File: src/sv/brf_pkg.sv
// ----------------------------------------------------------------------------
// brf_pkg
// Shared types and field widths of the circular byte FIFO with peek.
// ----------------------------------------------------------------------------
`default_nettype none

package brf_pkg;

	localparam int KIND_W  = 2;
	localparam int BYTE_W  = 8;
	localparam int COUNT_W = 7;
	localparam int RLEN_W  = 11;
	localparam int FILL_W  = 10;

	typedef enum logic [KIND_W-1:0] {
		K_WRITE = 2'd0,
		K_READ  = 2'd1,
		K_PEEK  = 2'd2,
		K_NONE  = 2'd3
	} kind_t;

	typedef enum logic {
		ST_IDLE,
		ST_RUN
	} state_t;

	// result status, byte travels separately from the store
	typedef struct packed {
		logic              byte_valid;
		logic              write_accepted;
		logic              last_result;
		logic [FILL_W-1:0] fill_level;
	} res_t;

endpackage

`default_nettype wire

File: src/sv/brf_if.sv
// ----------------------------------------------------------------------------
// brf_in_if / brf_out_if
// Valid/ready channels for request beats and result beats.
// ----------------------------------------------------------------------------
`default_nettype none


interface brf_out_if import brf_pkg::*; ();
	logic              valid;
	logic              ready;
	logic [BYTE_W-1:0] byte_out;
	logic              byte_valid;
	logic              write_accepted;
	logic              last_result;
	logic [FILL_W-1:0] fill_level;

	modport source (output valid, byte_out, byte_valid, write_accepted, last_result,
		fill_level, input ready);
	modport sink   (input valid, byte_out, byte_valid, write_accepted, last_result,
		fill_level, output ready);
endinterface

`default_nettype wire

File: src/sv/brf_res_pipe.sv
// ----------------------------------------------------------------------------
// brf_res_pipe
// Result stage aligned with the store read, then the output register.
// ----------------------------------------------------------------------------
`default_nettype none

module brf_res_pipe import brf_pkg::*; (
	input  wire logic              clk,
	input  wire logic              arst_n,
	input  wire logic              load,
	input  wire res_t              res,
	input  wire logic [BYTE_W-1:0] mem_rdata,
	output logic                   can_load,
	brf_out_if.source              rsp
);

	logic              v_s1;
	res_t              res_s1;
	logic              out_v_q;
	res_t              out_res_q;
	logic [BYTE_W-1:0] out_byte_q;
	logic              s1_move;

	assign s1_move  = v_s1 && (!out_v_q || rsp.ready);
	assign can_load = !v_s1 || s1_move;

	always_ff @(posedge clk or negedge arst_n) begin
		if (!arst_n) begin
			v_s1    <= 1'b0;
			out_v_q <= 1'b0;
		end else begin
			if (load) begin
				v_s1 <= 1'b1;
			end else if (s1_move) begin
				v_s1 <= 1'b0;
			end
			if (s1_move) begin
				out_v_q <= 1'b1;
			end else if (rsp.ready) begin
				out_v_q <= 1'b0;
			end
		end
	end

	always_ff @(posedge clk) begin
		if (load) begin
			res_s1 <= res;
		end
		if (s1_move) begin
			out_res_q  <= res_s1;
			out_byte_q <= res_s1.byte_valid ? mem_rdata : '0;
		end
	end

	assign rsp.valid          = out_v_q;
	assign rsp.byte_out       = out_byte_q;
	assign rsp.byte_valid     = out_res_q.byte_valid;
	assign rsp.write_accepted = out_res_q.write_accepted;
	assign rsp.last_result    = out_res_q.last_result;
	assign rsp.fill_level     = out_res_q.fill_level;

endmodule

`default_nettype wire
File: src/flat_wrapper.sv
// flat-port wrapper written by rule: the top's interface ports become plain ports
module brf_res_pipe_flat import brf_pkg::*;
  (clk, arst_n, load, res, mem_rdata, can_load, rsp_valid, rsp_byte_out, rsp_byte_valid, rsp_write_accepted, rsp_last_result, rsp_fill_level, rsp_ready);
  brf_out_if rsp_i ();
  input  wire logic clk;
  input  wire logic arst_n;
  input  wire logic load;
  input  wire res_t res;
  input  wire logic [BYTE_W-1:0] mem_rdata;
  output logic can_load;
  output wire logic [$bits(rsp_i.valid)-1:0] rsp_valid;
  output wire logic [$bits(rsp_i.byte_out)-1:0] rsp_byte_out;
  output wire logic [$bits(rsp_i.byte_valid)-1:0] rsp_byte_valid;
  output wire logic [$bits(rsp_i.write_accepted)-1:0] rsp_write_accepted;
  output wire logic [$bits(rsp_i.last_result)-1:0] rsp_last_result;
  output wire logic [$bits(rsp_i.fill_level)-1:0] rsp_fill_level;
  input wire logic [$bits(rsp_i.ready)-1:0] rsp_ready;
  assign rsp_valid = rsp_i.valid;
  assign rsp_byte_out = rsp_i.byte_out;
  assign rsp_byte_valid = rsp_i.byte_valid;
  assign rsp_write_accepted = rsp_i.write_accepted;
  assign rsp_last_result = rsp_i.last_result;
  assign rsp_fill_level = rsp_i.fill_level;
  assign rsp_i.ready = rsp_ready;
  brf_res_pipe u_core (.clk(clk), .arst_n(arst_n), .load(load), .res(res), .mem_rdata(mem_rdata), .can_load(can_load), .rsp(rsp_i));
endmodule
File: config.mk
export PLATFORM = sky130hd
export DESIGN_NAME = brf_res_pipe_flat
export DESIGN_NICKNAME = d
export VERILOG_FILES = /design/src/sv/brf_pkg.sv /design/src/sv/brf_if.sv /design/src/sv/brf_res_pipe.sv /design/src/flat_wrapper.sv
export SDC_FILE = /design/constraint.sdc
export NUM_CORES = 1
export LEC_CHECK = 0
export BUFFER_PORTS_ARGS = -buffer_cell sky130_fd_sc_hd__buf_4
export CORE_MARGIN = 2
export CORE_UTILIZATION = 45
export DETAILED_ROUTE_END_ITERATION = 6
export HOLD_SLACK_MARGIN = 0.1
export PLACE_DENSITY = 0.74
export SLEW_MARGIN = 10
export SYNTH_ARGS = -nofsm -noshare
export SYNTH_HDL_FRONTEND = slang
export SYNTH_SLANG_ARGS = --single-unit
File: constraint.sdc
create_clock -name clk -period 1.7 [get_ports clk]
set_input_delay 0.17 -clock clk [delete_from_list [all_inputs] [get_ports clk]]
set_output_delay 0.17 -clock clk [all_outputs]
set_load 0.03 [all_outputs]
# After elaboration in Yosys (flattened, before gate mapping)
# Index checks and enable logic that the tools add are counted.
# W data, S select, Z words.
word_totals:
  wordCells: 22
  regBits: 36
  in_bits: 25
op_classes:
  n_reduce_logical: 7
  muxes: 4
op_table:
  columns: ["operator", "count"]
  rows:
  - ["$mux W1", 4]
  - ["$reduce_bool A2 Y1", 2]
  - ["$logic_not A1 Y1", 2]
  - ["$logic_or A1 B1 Y1", 2]
  - ["$logic_and A1 B1 Y1", 1]

# Depth between registers and ports, before layout
# Gate-level depths: netlist of run 1.
depth:
  depth_word: 5
  depth_mapped: 2
  ltp_nobuf: 2

# Worst setup path after synthesis of run 1
# No wires, ideal clock.
synth_path:
  kind: "register -> register"
  start: "register u_core.out_v_q, in the netlist u_core.rsp.valid"
  end: "register u_core.out_byte_q[0], in the netlist u_core.rsp.byte_out[0], enable pin"
  setup_slack_ps: 148
  setup_time_ps: 379
  arrival_time_ps: 1173
  stages_incl_launch_ff: 3
  cell_sequence: "dfrtp_1 nand2b_1 and2_1"
synth_between:
  elab_chain_len: 3
synth_lines:
  columns: ["item", "line", "text"]
  rows:
  - ["start, declared", "brf_res_pipe.sv:19", "logic out_v_q;"]
  - ["start signal, assigned", "brf_res_pipe.sv:30", "out_v_q <= 1'b0;"]
  - ["start signal, assigned", "brf_res_pipe.sv:38", "out_v_q <= 1'b1;"]
  - ["start signal, assigned", "brf_res_pipe.sv:40", "out_v_q <= 1'b0;"]
  - ["$logic_not A1 Y1", "brf_res_pipe.sv:24", "assign s1_move = v_s1 && (!out_v_q || rsp.ready);"]
  - ["$logic_or A1 B1 Y1", "brf_res_pipe.sv:24", null]
  - ["$logic_and A1 B1 Y1", "brf_res_pipe.sv:24", null]
  - ["via u_core.s1_move", "brf_res_pipe.sv:22", "logic s1_move;"]
  - ["end signal, assigned", "brf_res_pipe.sv:51", "out_byte_q <= res_s1.byte_valid ? mem_rdata : '0;"]
  - ["end, declared", "brf_res_pipe.sv:21", "logic [BYTE_W-1:0] out_byte_q;"]
# The timed path passes the listed nets, and every way through them passes these cells.
# A chain may end at the register's enable or synchronous reset.

# Worst setup path in the final report of run 1
layout_path:
  start: "register u_core.out_v_q, in the netlist u_core.rsp.valid"
  end: "output can_load"
layout_between:
  elab_chain_len: 4
layout_lines:
  columns: ["item", "line", "text"]
  rows:
  - ["$logic_not A1 Y1", "brf_res_pipe.sv:24", null]
  - ["$logic_or A1 B1 Y1", "brf_res_pipe.sv:24", null]
  - ["$logic_and A1 B1 Y1", "brf_res_pipe.sv:24", null]
  - ["$logic_or A1 B1 Y1", "brf_res_pipe.sv:25", "assign can_load = !v_s1 || s1_move;"]
  - ["end, declared", "flat_wrapper.sv:10", "output logic can_load;"]
# Every way passes these cells.

==> results of run 1 <==
[critical path, stage by stage, from the launching register on]
cell     delay (ns)
dfrtp_1        0.41
nor2b_1        0.20
nand2_1        0.07
buf_4          0.16
[routing by layer]
metal	wire, µm	vias up
met3	122	6
met4	44	0
met5	0	-
met1	688	306
met2	1205	25
li1	-	327
[through the flow]
| step | power (µW) | utilization [%] | hold slack (ns) | setup WS [ns] |
|---|---|---|---|---|
| global placement | 1334 | 63.35 | -0.04792 | 0.5472 |
| finish | 1919 | 72.58 | 0.1210 | 0.3552 |
| floorplan | 1215 | - | -0.1256 | 0.1475 |
| global route | 2001 | 72.58 | 0.1006 | 0.2500 |
| CTS | 1934 | 72.58 | 0.1020 | 0.3733 |
| detailed placement | 1342 | 63.35 | -0.04616 | 0.4966 |
[flip-flops by register name (all words and copies together) (netlist names)]
| signal | cells |
|---|---|
| u_core.res_s1 | 13 |
| u_core.rsp.byte_valid | 1 |
| u_core.rsp.write_accepted | 1 |
| u_core.rsp.byte_out | 8 |
| u_core.rsp.last_result | 1 |
| u_core.rsp.valid | 1 |
| u_core.rsp.fill_level | 10 |
| u_core.v_s1 | 1 |
[final cells by class]
class / count / area (µm²)
Sequential cell: 36 / 1071
Clock inverter: 2 / 35.03
Timing Repair Buffer: 63 / 510.5
Multi-Input combinational cell: 14 / 86.33
Clock buffer: 6 / 41.29
Tap cell: 30 / 37.54
Fill cell: 158 / 673.1
[synth_stat cells, drive strengths merged]
| master | number | area (µm²) |
|---|---|---|
| nor2b | 1 | 6.260 |
| a21o | 1 | 7.510 |
| edfxtp | 34 | 1021 |
| and2 | 9 | 56.30 |
| dfrtp | 2 | 50.05 |
| nand2b | 2 | 12.51 |
| nand2 | 1 | 3.750 |
[worst paths after layout]
check	from	endpoint
hold / removal	mem_rdata[7]	u_core.rsp.byte_out[7]$_SDFFCE_PN0P_
max in group asynchronous	arst_n	u_core.rsp.valid$_DFFE_PN0P_
setup reg to reg	u_core.rsp.valid$_DFFE_PN0P_	u_core.rsp.byte_out[5]$_SDFFCE_PN0P_
min in group asynchronous	arst_n	u_core.v_s1$_DFFE_PN0P_
setup / recovery	u_core.rsp.valid$_DFFE_PN0P_	can_load
hold reg to reg	u_core.res_s1[4]$_DFFE_PP_	u_core.rsp.fill_level[4]$_DFFE_PP_
[cell families after synthesis]
kind of cell / after synthesis / synth area share (%)
DFF: 36 / 92.54
and+or+nand+nor: 13 / 6.810
AOI/OAI and AO/OA: 1 / 0.6489
[power by group through the flow]
stage	clock network (µW)	registers (µW)	logic [µW]
detailed placement	0	1100	243
floorplan	0	1180	31.6
CTS	585	1080	270
global route	629	1090	286
global placement	0	1090	239
finish	570	1080	271
==> reports/results.txt, run 1 <==
Post-Place Cells: 128
Hold Vio Cnt, Final: 0
Final estimated routing congestion in global placement: 0.6907
Pin count of the biggest net entering global routing: 22
GR Layer Usage met2: 26.59%
# diodes: 0
Floorplan die area: 0.002994 mm²
Switching fraction of total power: 22.52%
Number of clock buffers inserted by TritonCTS: 5
Met1 Usage GRT: 15.54%
Number of synthesis warnings: 0
Number of detailed-route iterations in the first pass: 4
Critical path required time: 1.53 ns
Summed instance area of the synthesized netlist: 0.001157 mm²
DRC Markers: 0
Post-cts repair resize count: 0
Total number of vias: 664
Clock Skews: 0.009596 ns
GR Overflow Total: 0
Cell count after synthesis: 50
Total routing usage reported by global routing: 16.02%
Net count reported at finish: 145
Area growth from synthesis to layout: 53.95%
Half-perimeter wire length after placement: 1.185 mm
Setup repair after global routing missed its margin: false
Synthesis-stage register bit count: 36
Final antenna-violating net count: 0
Slew Limit Headroom: 83.05%
Clock insertion delay at the later pin of the skew report: 0.33 ns
Worst hold-check path type: input pin to flop
Placement Rows: 18
Average vias per placed instance: 4.397
Fraction of the yosys area taken by sequential cells: 92.54%
R2r worst-path depth: 3
Count of cells along the worst hold path: 2
Final total negative setup slack: 0 ns
Relative contribution of the clock network to total power: 29.7%
Total of buffers placed on input and output ports: 47
Clk sink count: 36
Vertical die dimension: 54.72 µm
VDD IR max: 776.9 µV
Final worst-path cycle share: 79.11%
Met3 usage in global routing: 8.197%
Post-route design area: 0.001782 mm²
Worst slew pin tran: 0.2542 ns
Routing layer with the top usage in global route: met2
Post-Syn Nets: 75
Outcome: finished, final reports clean
Leakage dissipation: 0.0007274 µW
Share of final-layout standard cells stronger than drive strength 1: 45.45%
Startpoint Class: flop
Type of the setup path with the least slack: flop to output pin
Clock root buffer master: clkbuf_4
Initial standard-cell utilization of the core: 47.15%
Max Cap Violations: 0
I/O pin count: 48
Critical-path maximum fanout: 3
Number of buffers added to fix hold violations after cts: 15
H-tree depth: 2
TritonCTS clock tree: done
Clock-pin slew on the worst setup and hold paths: 0.11 ns
Final Setup Violations: 0
Area inside the core boundary: 0.002455 mm²
Number of DRC violations after detailed-routing iteration 0: 7
Maximum clock rate: 743.6 MHz
Total cell area at the placement stage: 0.001555 mm²
Most common cell after layout, fill and taps aside: buf_4
Post-synthesis area per instance: 23.15 µm²
Number of slew-limit violations in the final report: 0
Power per unit of standard cell area: 1077 mW/mm²
DRT Wirelength: 2.060 mm
Internal power summed over all cells: 1487 µW
Leading cell types in the layout, fill and taps excluded: buf_4, edfxtp_1, dlygate4sd3_1
Critical Path End Type: output pin
Reg-to-reg slack, setup: 0.45 ns
Worst path arrival time: 1.17 ns
Width of the die: 54.72 µm
Avg WL per Cell: 13.64 µm
Sequential group share of total power: 56.2%
Post-CTS repair timing setup buffer count: 0
Final Non-Filler Cells: 151
Time the final worst path needs with I/O delays and setup: 1.345 ns
Wire length of the first global-routing pass: 2.918 mm
Net switching power: 432.1 µW
Part of the total power dissipated in combinational logic: 14.1%
Number of global-route vias before repair: 642
Distinct cell type count of the synthesized netlist: 7
Max Root-Sink Buffers: 2
Number of antenna violations at the first check in global routing: 0
Power figures use the tool's default switching activity.
==> run 2: changes to the inputs <==
==> constraint.sdc (replaced) <==
create_clock -name clk -period 1.3 [get_ports clk]
set_input_delay 0.13 -clock clk [delete_from_list [all_inputs] [get_ports clk]]
set_output_delay 0.13 -clock clk [all_outputs]
set_load 0.03 [all_outputs]
==> run 2 against run 1 <==
  * Combinational power grew 39%
  * Setup slack lost 0.29 ns
  * Cell area grew 3.7%
  * Clock skew shrank 0.0035 ns
  * Sequential power grew 31%
  * Critical path depth grew 1
  * Critical path type is now input pin to flop
==> reports/results.txt, run 2 (synthesized netlist as in run 1, its figures left out) <==
Outcome: finished, final reports clean
Maximum clock rate: 807.5 MHz
Width of the die: 54.72 µm (unchanged)
Leakage dissipation: 0.0007569 µW (+4.1%)
DRT Wirelength: 2.145 mm (+4.1%)
Part of the total power dissipated in combinational logic: 16.3% (+2.2 points)
Area inside the core boundary: 0.002455 mm² (unchanged)
Total number of vias: 711 (+7.1%)
Internal power summed over all cells: 1771 µW (+19%)
Ordered cell list for the critical path: buf_4 > dlygate4sd3_1 > nand2b_1 > and2_4
Final estimated routing congestion in global placement: 0.6327 (-8.4%)
Type of the setup path with the least slack: input pin to flop
Hold Vio Cnt, Final: 0 (unchanged)
Setup repair after global routing missed its margin: false
Number of slew-limit violations in the final report: 0 (unchanged)
Time the final worst path needs with I/O delays and setup: 1.238 ns
Wire length of the first global-routing pass: 3.146 mm (+7.8%)
Clk sink count: 36 (unchanged)
Number of antenna violations at the first check in global routing: 0 (unchanged)
Most common cell after layout, fill and taps aside: buf_4
Total routing usage reported by global routing: 16.49% (+0.47 points)
Clock root buffer master: clkbuf_4
Switching fraction of total power: 23.84% (+1.3 points)
Final total negative setup slack: 0 ns (unchanged)
CP max stage delay: 0.53 ns (+0.12 ns)
Number of clock buffers inserted by TritonCTS: 5 (unchanged)
Floorplan die area: 0.002994 mm² (unchanged)
Average vias per placed instance: 4.472 (+1.7%)
I/O pin count: 48 (unchanged)
Final antenna-violating net count: 0 (unchanged)
Max Root-Sink Buffers: 2 (unchanged)
H-tree depth: 2 (unchanged)
Net switching power: 554.2 µW (+28%)
Max Cap Violations: 0 (unchanged)
Critical Path End Type: flop
Slew Limit Headroom: 81.47% (-1.6 points)
Number of flip-flops under the largest register name: 13 (unchanged)
Placement Rows: 18 (unchanged)
Worst path arrival time: 1.24 ns (+0.07 ns)
Final worst-path cycle share: 95.27%
DRC Markers: 0 (unchanged)
VDD IR max: 1039 µV (+34%)
Clock Skews: 0.006132 ns (-0.003464 ns)
Clock insertion delay at the later pin of the skew report: 0.32 ns (about the same)
Cell family contributing the most delay on the critical path: buffers and inverters
# diodes: 0 (unchanged)
Post-CTS repair timing setup buffer count: 0 (unchanged)
Initial standard-cell utilization of the core: 47.15% (unchanged)
Worst slew pin tran: 0.2779 ns (+0.02375 ns)
Share of final-layout standard cells stronger than drive strength 1: 42.64% (-2.8 points)
Startpoint Class: input pin
Buf+Inv Stages, Crit Path: 2 (+1)
Slowest cell on crit path: dlygate4sd3_1
Power per unit of standard cell area: 1258 mW/mm² (+17%)
Final core utilization: 75.28% (+2.7 points)
Total of buffers placed on input and output ports: 47 (unchanged)
Relative contribution of the clock network to total power: 23.1% (-6.6 points)
Vertical die dimension: 54.72 µm (unchanged)
Sequential group share of total power: 60.6% (+4.4 points)
TritonCTS clock tree: done
GR Overflow Total: 0 (unchanged)
Pin count of the biggest net entering global routing: 22 (unchanged)
Clock-pin slew on the worst setup and hold paths: 0.10 ns (about the same)
Leading cell types in the layout, fill and taps excluded: buf_4, edfxtp_1, dlygate4sd3_1
Number of global-route vias before repair: 692 (+7.8%)
Final Setup Violations: 0 (unchanged)
Half-perimeter wire length after placement: 1.191 mm (+0.52%)
Post-route worst hold slack: 0.1421 ns (+0.02107 ns)
Worst hold-check path type: input pin to flop
Avg WL per Cell: 13.49 µm (-1.1%)
Register with the most flip-flops: u_core.res_s1
Number of detailed-route iterations in the first pass: 3 (-1)
Critical-path maximum fanout: 21 (+18)
Total Power Consumption: 2325 µW (+21%)
Area growth from synthesis to layout: 59.68%
Critical path required time: 1.30 ns (-0.23 ns)
Net count reported at finish: 153 (+5.5%)
Number of DRC violations after detailed-routing iteration 0: 1 (-6)
[run 2: area by class of cell]
class                           instances  area [µm²]
Fill cell                             143       606.8
Clock buffer                            7       45.04
Tap cell                               30       37.54
Clock inverter                          1       5.005
Sequential cell                        36        1071
Multi-Input combinational cell         14       96.34
Timing Repair Buffer                   71       593.1
[run 2: what timing repair did]
item                                    in CTS  in global routing
hold buffers                                24                  1
hold endpoints to repair                    23                  1
endpoints found under the setup margin       0                  2
resized for setup                            0                  2
[run 2: power groups by stage]
stage	combinational [µW]	sequential (µW)	clock, µW
detailed placement	316	1440	0
CTS	373	1410	555
floorplan	44.1	1550	0
global placement	309	1430	0
finish	378	1410	538
global route	401	1420	599
[run 2: final timing paths]
check                                             start                                   end  slack, ns  cells past startpoint
max                                           rsp_ready  u_core.rsp.byte_out[4]$_SDFFCE_PN0P_       0.06                      4
min                                                load               u_core.v_s1$_DFFE_PN0P_       0.14                      2
max reg2reg                u_core.rsp.valid$_DFFE_PN0P_  u_core.rsp.byte_out[4]$_SDFFCE_PN0P_       0.11                      2
min reg2reg                  u_core.res_s1[4]$_DFFE_PP_    u_core.rsp.fill_level[4]$_DFFE_PP_       0.42                      0
max in group asynchronous                        arst_n               u_core.v_s1$_DFFE_PN0P_       0.54                      3
min in group asynchronous                        arst_n          u_core.rsp.valid$_DFFE_PN0P_       0.68                      3
[run 2: per-layer routing]
metal / vias up / GRT usage [%] / wire, µm
met3: 4 / 7.377 / 167
met5: - / 0 / 0
met1: 333 / 15.73 / 710
li1: 343 / - / -
met4: 0 / 8.750 / 25
met2: 31 / 29.17 / 1241
[run 2: worst register-to-register path: stages (launching register included)]
cell	delay, ns
dfrtp_1	0.41
nand2b_1	0.13
and2_4	0.34
[run 2: stage by stage]
| stage | worst slack (ns) | area, µm² | instances |
|---|---|---|---|
| final | 0.06154 | 1848 | 159 |
| after global placement | 0.2112 | 1550 | 127 |
| after CTS | 0.03562 | 1841 | 159 |
| after global routing | 0.009271 | 1848 | 159 |
| after floorplan | 0.09485 | 1160 | 50 |
| after detailed placement | 0.1538 | 1550 | 127 |
==> run 3: changes to the inputs <==
--- a/config.mk
+++ b/config.mk
@@ -11,6 +11,7 @@
 export DETAILED_ROUTE_END_ITERATION = 6
 export HOLD_SLACK_MARGIN = 0.1
 export PLACE_DENSITY = 0.74
+export RECOVER_POWER = 50
 export SLEW_MARGIN = 10
 export SYNTH_ARGS = -nofsm -noshare
 export SYNTH_HDL_FRONTEND = slang
==> run 3 against run 2 <==
  * Combinational power down 1%
  * Die area unchanged
  * Critical path type unchanged
  * Routed wire length down 0.61%
  * Total power down 0.24%
  * Sequential share of layout area up 0.24 points
  * Critical path depth unchanged
  * First-iteration DRC count unchanged
  * Non-clock buffer count unchanged
  * Largest power group unchanged
==> reports/results.txt, run 3 (synthesized netlist as in run 1, its figures left out) <==
Maximum clock rate: 806.8 MHz (about the same)
Setup ws final: 0.06059 ns (-0.0009569 ns)
Total routing usage reported by global routing: 16.49% (unchanged)
Outcome: finished, final reports clean
Worst path arrival time: 1.24 ns (about the same)
Clock root buffer master: clkbuf_4
Number of detailed-route iterations in the first pass: 3 (unchanged)
DRC Markers: 0 (unchanged)
Hold Vio Cnt, Final: 0 (unchanged)
Width of the die: 54.72 µm (unchanged)
VDD IR max: 1027 µV (-1.1%)
Minimum setup slack after placement: 0.1538 ns (unchanged)
Total number of vias: 712 (+0.14%)
Half-perimeter wire length after placement: 1.191 mm (unchanged)
Avg WL per Cell: 13.41 µm (-0.61%)
Critical path required time: 1.30 ns (about the same)
Reg2reg end: u_core.rsp.byte_out[4]$_SDFFCE_PN0P_
Final total negative setup slack: 0 ns (unchanged)
Number of antenna violations at the first check in global routing: 0 (unchanged)
Critical Path End Type: flop
Net count reported at finish: 153 (unchanged)
Worst slew pin tran: 0.7018 ns (+0.4239 ns)
Share of final-layout standard cells stronger than drive strength 1: 41.09% (-1.6 points)
Number of slew-limit violations in the final report: 0 (unchanged)
Average vias per placed instance: 4.478 (+0.14%)
TritonCTS clock tree: done
H-tree depth: 2 (unchanged)
Most common cell after layout, fill and taps aside: edfxtp_1
Register with the most flip-flops: u_core.res_s1
Setup repair after global routing missed its margin: false
Post-CTS repair timing setup buffer count: 0 (unchanged)
Max Root-Sink Buffers: 2 (unchanged)
Leading cell types in the layout, fill and taps excluded: edfxtp_1, buf_4, dlygate4sd3_1
Startpoint Class: input pin
Number of DRC violations after detailed-routing iteration 0: 1 (unchanged)
Clk sink count: 36 (unchanged)
DRT Wirelength: 2.132 mm (-0.61%)
Clock-pin slew on the worst setup and hold paths: 0.10 ns (about the same)
Final Setup Violations: 0 (unchanged)
Final worst-path cycle share: 95.34% (about the same)
Leakage dissipation: 0.0007463 µW (-1.4%)
Number of flip-flops under the largest register name: 13 (unchanged)
Initial standard-cell utilization of the core: 47.15% (unchanged)
Floorplan die area: 0.002994 mm² (unchanged)
Startpoint of the worst hold path: rsp_ready
Final Non-Filler Cells: 159 (unchanged)
Final antenna-violating net count: 0 (unchanged)
Total of buffers placed on input and output ports: 47 (unchanged)
Number of clock buffers inserted by TritonCTS: 5 (unchanged)
Number of global-route vias before repair: 692 (unchanged)
Area inside the core boundary: 0.002455 mm² (unchanged)
Clock Skews: 0.005486 ns (-0.0006459 ns)
Destination of the worst hold path: u_core.v_s1$_DFFE_PN0P_
Vertical die dimension: 54.72 µm (unchanged)
Count of cells along the worst hold path: 3 (+1)
Clock insertion delay at the later pin of the skew report: 0.32 ns (about the same)
Final estimated routing congestion in global placement: 0.6327 (unchanged)
Post-Place Cells: 127 (unchanged)
Slew Limit Headroom: 53.21% (-28 points)
Reg-to-Reg Start: u_core.rsp.valid$_DFFE_PN0P_
I/O pin count: 48 (unchanged)
Worst hold-check path type: input pin to flop
Type of the setup path with the least slack: input pin to flop
# diodes: 0 (unchanged)
Pin count of the biggest net entering global routing: 22 (unchanged)
Area growth from synthesis to layout: 59.03%
R2r worst-path depth: 2 (unchanged)
Start point of the critical path: rsp_ready
Critical-path maximum fanout: 21 (unchanged)
Max Cap Violations: 0 (unchanged)
Power per unit of standard cell area: 1260 mW/mm² (+0.17%)
Time the final worst path needs with I/O delays and setup: 1.239 ns (+0.0009569 ns)
Reg-to-reg slack, setup: 0.11 ns (about the same)
Placement Rows: 18 (unchanged)
GR Overflow Total: 0 (unchanged)
Wire length of the first global-routing pass: 3.146 mm (unchanged)
run 3: how the worst max path moves through the flow:
stage                                           endpoint  slack [ns]
floorplan           u_core.rsp.byte_out[0]$_SDFFCE_PN0P_        0.09
global placement    u_core.rsp.byte_out[1]$_SDFFCE_PN0P_        0.21
detailed placement    u_core.rsp.fill_level[3]$_DFFE_PP_        0.15
CTS                         u_core.rsp.valid$_DFFE_PN0P_        0.04
global route                                    can_load       0.009
finish              u_core.rsp.byte_out[4]$_SDFFCE_PN0P_        0.06
run 3: cell type report:
| type | count | area, µm² |
|---|---|---|
| fill | 142 | 614.3 |
| sequential | 36 | 1071 |
| tap | 30 | 37.54 |
| clock inverter | 1 | 5.005 |
| clock buffer | 7 | 45.04 |
| multi-input combinational | 14 | 96.34 |
| timing repair buffer | 71 | 585.6 |
run 3: layer usage:
layer	vias to the layer above	routed length, µm	global-route usage (%)
met5	-	0	0
met4	0	25	8.750
met3	4	167	7.377
met2	31	1235	29.17
met1	334	702	15.73
li1	343	-	-
run 3: critical path, cell delays in order:
cell           delay [ns]
buf_4                0.10
dlygate4sd3_1        0.53
nand2b_1             0.14
and2_4               0.34
run 3: what timing repair did:
action	in CTS	in global routing
hold buffers	24	1
endpoints found under the setup margin	0	2
endpoints found under the hold margin	23	1
resized for setup	0	2
run 3: metrics by stage:
stage | total power (µW) | hold slack (ns) | util, % | instance area [µm²]
after floorplan | 1592 | -0.1656 | - | 1160
after global placement | 1742 | -0.08788 | 63.15 | 1550
after detailed placement | 1752 | -0.08517 | 63.15 | 1550
after CTS | 2338 | 0.1001 | 74.97 | 1841
after global routing | 2414 | 0.1348 | 74.97 | 1841
final | 2320 | 0.1470 | 74.97 | 1841
run 3: report_power, final:
part	total [µW]	internal (µW)	switching (µW)	leakage, µW
combinational	373	175	198	0.000364
clock	537	211	326	0.0000293
sequential	1410	1380	28.9	0.000353
